[src/rtl/wocs_pkg.sv]
package wocs_pkg;

    // Record layout and fixed bit patterns.
    localparam logic [31:0] REC_MAGIC = 32'hCA11B0A0;
    localparam logic [31:0] CRC_POLY  = 32'hEDB88320;
    localparam logic [31:0] ERASED    = 32'hFFFFFFFF;
    localparam logic [31:0] ONE_BITS  = 32'h3F800000;
    localparam logic [31:0] ZERO_BITS = 32'h00000000;
    localparam int unsigned RecWords  = 5;

    // Action codes of a request.
    localparam logic [2:0] ACT_QUERY  = 3'd0;
    localparam logic [2:0] ACT_SET_G  = 3'd1;
    localparam logic [2:0] ACT_SET_O  = 3'd2;
    localparam logic [2:0] ACT_COMMIT = 3'd3;
    localparam logic [2:0] ACT_ERASE  = 3'd4;
    localparam logic [2:0] ACT_RELOAD = 3'd5;

    // Commands from the controller to the datapath.
    typedef struct packed {
        logic       load_req;
        logic       set_ok;
        logic       set_gain;
        logic       set_offset;
        logic       erase_all;
        logic       prep_commit;
        logic       crc_clear;
        logic       crc_step;
        logic       mem_write;
        logic       rd_issue;
        logic       commit_lock;
        logic       scan_clear;
        logic       scan_next;
        logic       apply_reload;
        logic       resp_load;
        logic [2:0] word_idx;
        logic [6:0] bit_idx;
    } wocs_cmd_t;

    // Status from the datapath to the controller.
    typedef struct packed {
        logic [2:0] action;
        logic       inr;
        logic       slot_locked;
        logic       slot_written;
        logic       scan_written;
        logic       scan_last;
    } wocs_stat_t;

endpackage

[src/rtl/wocs_ctrl.sv]
module wocs_ctrl
    import wocs_pkg::*;
(
    input  logic       aclk,
    input  logic       aresetn,
    input  logic       s_valid,
    output logic       s_ready,
    output logic       m_valid,
    input  logic       m_ready,
    input  wocs_stat_t stat,
    output wocs_cmd_t  cmd
);

    localparam logic [2:0] ST_IDLE  = 3'd0;
    localparam logic [2:0] ST_DISP  = 3'd1;
    localparam logic [2:0] ST_CRC   = 3'd2;
    localparam logic [2:0] ST_CWR   = 3'd3;
    localparam logic [2:0] ST_RSCAN = 3'd4;
    localparam logic [2:0] ST_RRD   = 3'd5;
    localparam logic [2:0] ST_RAPP  = 3'd6;
    localparam logic [2:0] ST_RESP  = 3'd7;

    logic [2:0] state_reg, state_next;
    logic [2:0] word_reg, word_next;
    logic [6:0] bit_reg, bit_next;
    logic       commit_reg, commit_next;
    logic       m_valid_reg, m_valid_next;
    logic       out_free;

    assign out_free = !m_valid_reg || m_ready;
    assign m_valid  = m_valid_reg;
    assign s_ready  = (state_reg == ST_IDLE);

    // Sequencer for one request at a time.
    always_comb begin
        state_next   = state_reg;
        word_next    = word_reg;
        bit_next     = bit_reg;
        commit_next  = commit_reg;
        m_valid_next = m_valid_reg && !m_ready;
        cmd          = '0;
        cmd.word_idx = word_reg;
        cmd.bit_idx  = bit_reg;
        unique case (state_reg)
            ST_IDLE: begin
                if (s_valid) begin
                    cmd.load_req = 1'b1;
                    state_next   = ST_DISP;
                end
            end
            ST_DISP: begin
                state_next = ST_RESP;
                unique case (stat.action)
                    ACT_QUERY: begin
                        cmd.set_ok = stat.inr;
                    end
                    ACT_SET_G: begin
                        if (stat.inr && !stat.slot_locked) begin
                            cmd.set_gain = 1'b1;
                            cmd.set_ok   = 1'b1;
                        end
                    end
                    ACT_SET_O: begin
                        if (stat.inr && !stat.slot_locked) begin
                            cmd.set_offset = 1'b1;
                            cmd.set_ok     = 1'b1;
                        end
                    end
                    ACT_COMMIT: begin
                        if (stat.inr && !stat.slot_locked && !stat.slot_written) begin
                            cmd.prep_commit = 1'b1;
                            cmd.crc_clear   = 1'b1;
                            commit_next     = 1'b1;
                            bit_next        = '0;
                            state_next      = ST_CRC;
                        end
                    end
                    ACT_ERASE: begin
                        cmd.erase_all = 1'b1;
                        cmd.set_ok    = 1'b1;
                    end
                    ACT_RELOAD: begin
                        cmd.scan_clear = 1'b1;
                        commit_next    = 1'b0;
                        state_next     = ST_RSCAN;
                    end
                    default: begin
                        state_next = ST_RESP;
                    end
                endcase
            end
            ST_CRC: begin
                cmd.crc_step = 1'b1;
                bit_next     = bit_reg + 7'd1;
                if (bit_reg == 7'd127) begin
                    word_next  = '0;
                    state_next = commit_reg ? ST_CWR : ST_RAPP;
                end
            end
            ST_CWR: begin
                cmd.mem_write = 1'b1;
                word_next     = word_reg + 3'd1;
                if (word_reg == 3'(RecWords - 1)) begin
                    cmd.commit_lock = 1'b1;
                    cmd.set_ok      = 1'b1;
                    state_next      = ST_RESP;
                end
            end
            ST_RSCAN: begin
                if (stat.scan_written) begin
                    word_next  = '0;
                    state_next = ST_RRD;
                end else begin
                    // An erased record always falls back to defaults.
                    cmd.apply_reload = 1'b1;
                    if (stat.scan_last) begin
                        cmd.set_ok = 1'b1;
                        state_next = ST_RESP;
                    end else begin
                        cmd.scan_next = 1'b1;
                    end
                end
            end
            ST_RRD: begin
                // Reads go out one a cycle and land via rd_data_reg.
                cmd.rd_issue = (word_reg < 3'(RecWords));
                word_next    = word_reg + 3'd1;
                if (word_reg == 3'(RecWords)) begin
                    cmd.crc_clear = 1'b1;
                    bit_next      = '0;
                    state_next    = ST_CRC;
                end
            end
            ST_RAPP: begin
                cmd.apply_reload = 1'b1;
                if (stat.scan_last) begin
                    cmd.set_ok = 1'b1;
                    state_next = ST_RESP;
                end else begin
                    cmd.scan_next = 1'b1;
                    state_next    = ST_RSCAN;
                end
            end
            ST_RESP: begin
                if (out_free) begin
                    cmd.resp_load = 1'b1;
                    m_valid_next  = 1'b1;
                    state_next    = ST_IDLE;
                end
            end
            default: begin
                state_next = ST_IDLE;
            end
        endcase
    end

    always_ff @(posedge aclk) begin
        if (!aresetn) begin
            state_reg   <= ST_IDLE;
            word_reg    <= '0;
            bit_reg     <= '0;
            commit_reg  <= 1'b0;
            m_valid_reg <= 1'b0;
        end else begin
            state_reg   <= state_next;
            word_reg    <= word_next;
            bit_reg     <= bit_next;
            commit_reg  <= commit_next;
            m_valid_reg <= m_valid_next;
        end
    end

endmodule

[src/rtl/wocs_dp.sv]
module wocs_dp
    import wocs_pkg::*;
#(
    parameter int CHANNELS     = 8,
    parameter int GAIN_CLASSES = 1
) (
    input  logic        aclk,
    input  logic        aresetn,
    input  wocs_cmd_t   cmd,
    output wocs_stat_t  stat,
    input  logic [2:0]  s_action,
    input  logic [3:0]  s_channel,
    input  logic [1:0]  s_gain_class,
    input  logic [31:0] s_value,
    output logic        m_ok,
    output logic [31:0] m_gain_bits,
    output logic [31:0] m_offset_bits,
    output logic        m_locked,
    output logic [31:0] m_lock_mask
);

    localparam int SLOTS     = CHANNELS * GAIN_CLASSES;
    localparam int SLOT_W    = (SLOTS > 1) ? $clog2(SLOTS) : 1;
    localparam int CH_W      = (CHANNELS > 1) ? $clog2(CHANNELS) : 1;
    localparam int GC_W      = (GAIN_CLASSES > 1) ? $clog2(GAIN_CLASSES) : 1;
    localparam int MEM_DEPTH = SLOTS * RecWords;
    localparam int ADDR_W    = $clog2(MEM_DEPTH);

    // Captured request.
    logic [2:0]  act_reg;
    logic [3:0]  ch_reg;
    logic [1:0]  gc_reg;
    logic [31:0] val_reg;
    logic        ok_reg;

    // Live slot state.
    logic [31:0]      gain_reg [SLOTS];
    logic [31:0]      offset_reg [SLOTS];
    logic [SLOTS-1:0] lock_reg;
    logic [SLOTS-1:0] written_reg;

    // Record store and its read path.
    logic [31:0]       rec_mem [MEM_DEPTH];
    logic [31:0]       rd_data_reg;
    logic              rd_pend_reg;
    logic [2:0]        rd_idx_reg;
    logic [31:0]       rec_reg [RecWords];
    logic [31:0]       crc_reg;

    // Reload scan position.
    logic [CH_W-1:0] kc_reg;
    logic [GC_W-1:0] kg_reg;

    logic              inr;
    logic [SLOT_W-1:0] s_idx;
    logic [SLOT_W-1:0] k_idx;
    logic [SLOT_W-1:0] op_idx;
    logic [ADDR_W-1:0] mem_addr;
    logic [31:0]       wr_data;
    logic              crc_bit;
    logic              crc_fb;
    logic              rec_match;

    // Slot addressed by the request, and slot under the reload scan.
    assign inr   = (32'(ch_reg) < 32'(CHANNELS)) && (32'(gc_reg) < 32'(GAIN_CLASSES));
    assign s_idx = inr ? SLOT_W'(32'(ch_reg) * 32'(GAIN_CLASSES) + 32'(gc_reg)) : '0;
    assign k_idx = SLOT_W'(32'(kc_reg) * 32'(GAIN_CLASSES) + 32'(kg_reg));

    // Commit writes the request's slot; reload reads the scanned one.
    assign op_idx   = cmd.rd_issue ? k_idx : s_idx;
    assign mem_addr = ADDR_W'(32'(op_idx) * RecWords + 32'(cmd.word_idx));
    assign wr_data  = (cmd.word_idx == 3'(RecWords - 1)) ? ~crc_reg
                                                           : rec_reg[cmd.word_idx];

    // Bit-serial CRC over four words, low byte first, low bit first.
    assign crc_bit = rec_reg[{1'b0, cmd.bit_idx[6:5]}][cmd.bit_idx[4:0]];
    assign crc_fb  = crc_reg[0] ^ crc_bit;

    // A record is good when it is marked written and magic, ids and checksum all agree.
    assign rec_match = written_reg[k_idx]
                    && (rec_reg[0] == REC_MAGIC)
                    && (rec_reg[1][7:0] == 8'(kc_reg))
                    && (rec_reg[1][15:8] == 8'(kg_reg))
                    && (rec_reg[4] == ~crc_reg);

    assign stat.action       = act_reg;
    assign stat.inr          = inr;
    assign stat.slot_locked  = lock_reg[s_idx];
    assign stat.slot_written = written_reg[s_idx];
    assign stat.scan_written = written_reg[k_idx];
    assign stat.scan_last    = (kc_reg == CH_W'(CHANNELS - 1))
                            && (kg_reg == GC_W'(GAIN_CLASSES - 1));

    // Request capture and result flag.
    always_ff @(posedge aclk) begin
        if (cmd.load_req) begin
            act_reg <= s_action;
            ch_reg  <= s_channel;
            gc_reg  <= s_gain_class;
            val_reg <= s_value;
        end
    end

    always_ff @(posedge aclk) begin
        if (!aresetn) begin
            ok_reg <= 1'b0;
        end else if (cmd.load_req) begin
            ok_reg <= 1'b0;
        end else if (cmd.set_ok) begin
            ok_reg <= 1'b1;
        end
    end

    // Live gain, offset, lock and record-written flags.
    always_ff @(posedge aclk) begin
        if (!aresetn || cmd.erase_all) begin
            for (int i = 0; i < SLOTS; i++) begin
                gain_reg[i]   <= ONE_BITS;
                offset_reg[i] <= ZERO_BITS;
            end
            lock_reg    <= '0;
            written_reg <= '0;
        end else begin
            if (cmd.set_gain) begin
                gain_reg[s_idx] <= val_reg;
            end
            if (cmd.set_offset) begin
                offset_reg[s_idx] <= val_reg;
            end
            if (cmd.commit_lock) begin
                lock_reg[s_idx]    <= 1'b1;
                written_reg[s_idx] <= 1'b1;
            end
            if (cmd.apply_reload) begin
                if (rec_match) begin
                    gain_reg[k_idx]   <= rec_reg[2];
                    offset_reg[k_idx] <= rec_reg[3];
                    lock_reg[k_idx]   <= 1'b1;
                end else begin
                    gain_reg[k_idx]   <= ONE_BITS;
                    offset_reg[k_idx] <= ZERO_BITS;
                    lock_reg[k_idx]   <= 1'b0;
                end
            end
        end
    end

    // Record store: one write or one registered read per cycle.
    always_ff @(posedge aclk) begin
        if (cmd.mem_write) begin
            rec_mem[mem_addr] <= wr_data;
        end
        if (cmd.rd_issue) begin
            rd_data_reg <= rec_mem[mem_addr];
        end
    end

    always_ff @(posedge aclk) begin
        if (!aresetn) begin
            rd_pend_reg <= 1'b0;
        end else begin
            rd_pend_reg <= cmd.rd_issue;
        end
    end

    always_ff @(posedge aclk) begin
        if (cmd.rd_issue) begin
            rd_idx_reg <= cmd.word_idx;
        end
    end

    // Record words under check, either staged for commit or read back.
    always_ff @(posedge aclk) begin
        if (cmd.prep_commit) begin
            rec_reg[0] <= REC_MAGIC;
            rec_reg[1] <= {16'h0000, 6'b000000, gc_reg, 4'b0000, ch_reg};
            rec_reg[2] <= gain_reg[s_idx];
            rec_reg[3] <= offset_reg[s_idx];
        end else if (rd_pend_reg) begin
            rec_reg[rd_idx_reg] <= rd_data_reg;
        end
    end

    // CRC register, one message bit per step.
    always_ff @(posedge aclk) begin
        if (cmd.crc_clear) begin
            crc_reg <= ERASED;
        end else if (cmd.crc_step) begin
            crc_reg <= (crc_reg >> 1) ^ (crc_fb ? CRC_POLY : 32'h0);
        end
    end

    // Reload scan counters, channel major.
    always_ff @(posedge aclk) begin
        if (cmd.scan_clear) begin
            kc_reg <= '0;
            kg_reg <= '0;
        end else if (cmd.scan_next) begin
            if (kg_reg == GC_W'(GAIN_CLASSES - 1)) begin
                kg_reg <= '0;
                kc_reg <= kc_reg + CH_W'(1);
            end else begin
                kg_reg <= kg_reg + GC_W'(1);
            end
        end
    end

    // Result register.
    always_ff @(posedge aclk) begin
        if (cmd.resp_load) begin
            m_ok          <= ok_reg;
            m_gain_bits   <= inr ? gain_reg[s_idx] : ONE_BITS;
            m_offset_bits <= inr ? offset_reg[s_idx] : ZERO_BITS;
            m_locked      <= inr && lock_reg[s_idx];
            m_lock_mask   <= 32'(lock_reg);
        end
    end

endmodule

[src/rtl/write_once_calibration_store.sv]
// Calibration store with write-once records: one request in, one result out.
// A query, set, erase or unused code goes from acceptance through a dispatch
// step and a result step. A commit goes through dispatch, the bit-serial
// CRC-32, which walks the 128 record bits one bit per cycle, five single-port
// record writes and the result step. A reload goes through dispatch, a share
// for each of the CHANNELS * GAIN_CLASSES slots and the result step. An erased
// slot costs only its scan step; a written record costs a scan step, the reads
// of its five record words, the CRC over its 128 bits and an apply step.
// No clearing pass follows reset: a written flag per record makes an unwritten
// record read as erased. A new request is taken while the previous result
// still waits on the output. The result step stalls until that earlier
// result is accepted. The next request can be accepted in the same cycle
// that a result is raised.
module write_once_calibration_store
    import wocs_pkg::*;
#(
    parameter int CHANNELS     = 8,
    parameter int GAIN_CLASSES = 1
) (
    input  logic        aclk,
    input  logic        aresetn,
    input  logic        s_valid,
    output logic        s_ready,
    input  logic [2:0]  s_action,
    input  logic [3:0]  s_channel,
    input  logic [1:0]  s_gain_class,
    input  logic [31:0] s_value,
    output logic        m_valid,
    input  logic        m_ready,
    output logic        m_ok,
    output logic [31:0] m_gain_bits,
    output logic [31:0] m_offset_bits,
    output logic        m_locked,
    output logic [31:0] m_lock_mask
);

    wocs_cmd_t  cmd;
    wocs_stat_t stat;

    // Sequencer.
    wocs_ctrl u_ctrl (
        .aclk    (aclk),
        .aresetn (aresetn),
        .s_valid (s_valid),
        .s_ready (s_ready),
        .m_valid (m_valid),
        .m_ready (m_ready),
        .stat    (stat),
        .cmd     (cmd)
    );

    // Slot state, record store and CRC.
    wocs_dp #(
        .CHANNELS     (CHANNELS),
        .GAIN_CLASSES (GAIN_CLASSES)
    ) u_dp (
        .aclk          (aclk),
        .aresetn       (aresetn),
        .cmd           (cmd),
        .stat          (stat),
        .s_action      (s_action),
        .s_channel     (s_channel),
        .s_gain_class  (s_gain_class),
        .s_value       (s_value),
        .m_ok          (m_ok),
        .m_gain_bits   (m_gain_bits),
        .m_offset_bits (m_offset_bits),
        .m_locked      (m_locked),
        .m_lock_mask   (m_lock_mask)
    );

endmodule

[config.mk]
export PLATFORM = sky130hd
export DESIGN_NAME = write_once_calibration_store
export DESIGN_NICKNAME = d
export VERILOG_FILES = /design/src/rtl/wocs_pkg.sv /design/src/rtl/wocs_ctrl.sv /design/src/rtl/wocs_dp.sv /design/src/rtl/write_once_calibration_store.sv
export SDC_FILE = /design/constraint.sdc
export NUM_CORES = 2
export LEC_CHECK = 0
export ABC_AREA = 1
export CORE_UTILIZATION = 30
export DETAILED_ROUTE_END_ITERATION = 6
export DONT_BUFFER_PORTS = 1
export PLACE_DENSITY = 0.53
export SLEW_MARGIN = 20
export SYNTH_ARGS = -nofsm -noshare
export SYNTH_HDL_FRONTEND = slang
export SYNTH_SLANG_ARGS = --single-unit
[constraint.sdc]
create_clock -name aclk -period 7.9 [get_ports aclk]
set_clock_uncertainty 0.1 [all_clocks]
set_input_delay 0.79 -clock aclk [delete_from_list [all_inputs] [get_ports aclk]]
set_output_delay 0.79 -clock aclk [all_outputs]
set_load 0.01 [all_outputs]
==> metrics.txt <==
total CTS buffers=231; nature of the critical path startpoint=flop; Peak VDD IR=261 uV; Global Route Usage Sum=0.196; Max Slew Vio Count=0; routed len/inst=27.0 um; Post-Layout Cell Count=11,500; CP bufs+invs=5; area leader, netlist=edfxtp_1; starting density of the core=0.301; register area=67,500 um^2; headroom to the max-slew limit=0.174; met2 WL=145 mm; FF+latch count, synth=2,271; clk buf depth=4; DP HPWL=189 mm; family with the most delay on the worst path=simple AND/OR/NAND/NOR gates; I/O pin count=145; fmax=0.153 GHz; Cell Rows=203; cells after synthesis=7,212; Port Buffers=0; DR WL met3=27.8 mm; Syn. warnings=0; CP required=8.30 ns; RSZ-0062 raised after global routing=false; Routed WL=312 mm; PwrDens=297 nW/um^2; clock-pin slew on the worst setup and hold paths=0.06 ns; slew at the pin closest to its max-slew limit=1.24 ns; die area=310,000 um^2; Leak=35.5 nW; part of the cycle the worst path needs=0.827; Via density=5.33; die width=556 um; CTS tree=yes; drt pass-1 iters=6; Final Hold Fails=0; total clock sinks=2,271; filler cell count=29,800; initial antenna violation count=15; register area share after synthesis=0.732; Core ar.=306,000 um^2; first-pass GRT wire length=439 mm; number of remaining DRC errors=0; H-Tree Depth=4; largest net degree at the start of global routing=217; Crit Path Category=reg2reg; routability cong.=0.908; Area Growth Syn to Fin=14.3%; Top reg by flops=u_dp.rec_mem; Met1 Wirelength=128 mm; Top Metal Used=met4; status=finished clean; Root Buffer=clkbuf_16; via count of the first global-routing pass=58,400; Distinct cells, synth=57; Critical-path top delay cell=nand2_4; Synth area leaders=edfxtp_1, nand2_1, nor2_1, o21ai_0, dfxtp_1; Final setup viols=0; total gr overflow=0; crit path cell chain=ha_1 > inv_1 > fa_1 > nor2_2 > buf_4 > inv_2 > nand2_4 > inv_2 > nand3_1 > o21ai_1 > nor2_1 > nand2_1 > nor2_2 > nand3_1 > nand2_4 > nand3_4 > nand2_1 > buf_4; Tot Pwr=31.3 mW; worst-path fanout max=64; Die H=556 um; CP peak stage delay=0.77 ns; Hold Slack=0.155 ns; number of flip-flops in the largest register=1,280; final-stage net count=7,310; Placed Cells=11,100; post-synth top area share=0.716; MaxCap Viol Count=0; Worst-Skew Late Latency=0.95 ns; synthesized area per cell=12.8 um^2; area of the multi-input gates=22,000 um^2; crit path DAT=6.93 ns; area of the mapped netlist=92,200 um^2; HP Class=in2reg; critical path endpoint category=flop; layout cells sized above 1=0.118; setup TNS=0 ns; remaining antenna violation count after routing=0; crit path time final=6.53 ns; via count=61,500; initial detailed-routing violation count=7,536
-- kinds of logic (layout without fill, tap and decap cells) --
| logic type | count (synthesis) | in the layout | share of synthesized area |
|---|---|---|---|
| adder cells (fa/ha/maj) | 19 | 19 | 0.00274 |
| flip-flops | 2271 | 2271 | 0.732 |
| XOR/XNOR | 15 | 15 | 0.00143 |
| AND/OR/NAND/NOR | 2723 | 2723 | 0.128 |
| buffers and inverters | 817 | 1007 | 0.0363 |
| other | 1 | 28 | 0.0000407 |
| AO/OA/AOI/OAI | 1366 | 1366 | 0.0997 |
-- final cells by class --
type	count	share of cell area
sequential	2271	0.640
multi-input combinational	4147	0.209
clock buffer	289	0.0577
tap	4100	0.0487
timing repair buffer	222	0.0205
inverter	373	0.0137
clock inverter	123	0.0103
antenna	4	0.0000950
-- tightest hold or removal path, cell delays in order --
cell and delay (ns):
inv_1 0.05, o21ai_0 0.15, a21oi_1 0.04
-- timing repair --
item	4_1_cts	5_1_grt
gates resized for setup	0	0
hold buffers	42	0
endpoints found under the hold margin	43	0
setup buffers	0	0
-- layer usage --
layer | global-route usage | vias up
met5 | 0 | -
met4 | 0.0660 | 0
met3 | 0.0322 | 517
met2 | 0.314 | 3204
met1 | 0.268 | 31300
li1 | - | 26400
-- per-stage QoR --
step,setup WS [ns],utilization,cell area (um^2)
2_1_floorplan,0.557,-,92300
3_3_place_gp,1.48,0.320,97800
3_5_place_dp,1.48,0.320,97800
4_1_cts,1.47,0.345,105000
5_1_grt,1.15,0.345,105000
6_report,1.37,0.345,105000
-- power by group --
group / internal (mW) / total [mW] / switching [mW]
Sequential: 14.0 / 14.4 / 0.352
Clock: 5.98 / 10.7 / 4.70
Combinational: 1.60 / 6.24 / 4.64
Total: 21.6 / 31.3 / 9.69
-- synth_stat cells, drive strengths merged --
master and n:
edfxtp 2198, nand2 1073, nor2 992, o21ai 429
inv 367, clkbuf 287, nand3 271, a21oi 228
a22oi 187, nand4 173, or2 159, buf 157
a221oi 146, o211ai 145, a22o 74, dfxtp 73
o221ai 35, o21a 32, and3 21, nor4 18
o22ai 18, ha 17, a41oi 16, nor3 14
o2111ai 14, o2bb2ai 13, xor2 9, a211oi 6
a31oi 6, a41o 6, clkinv 6, o31a 6
xnor2 6, fa 2, o22a 2, o31ai 2
a21o 1, conb 1, nand3b 1, nor3b 1
-- cell usage in the layout, fill, tap and decap left out, types with 145 or more instances in the layout --
cell / count
o211ai_1: 145
nand3_1: 252
a22oi_1: 187
nand4_1: 173
or2_2: 159
clkbuf_16: 233
inv_1: 345
buf_4: 148
edfxtp_1: 2198
a21oi_1: 178
nand2_1: 1055
nor2_1: 933
a221oi_1: 146
o21ai_0: 379
-- final timing paths --
check,startpoint,depth (start not counted),slack [ns],endpoint
worst min-delay path,s_valid,3,0.16,u_dp.ok_reg
worst min register to register,u_dp.ok_reg,0,0.34,u_dp.m_ok
worst max register to register,u_dp.gc_reg[0],18,1.37,u_dp.gain_reg[6][18]
worst max-delay path,u_dp.gc_reg[0],18,1.37,u_dp.gain_reg[6][18]
Power figures use the tool's default switching activity.
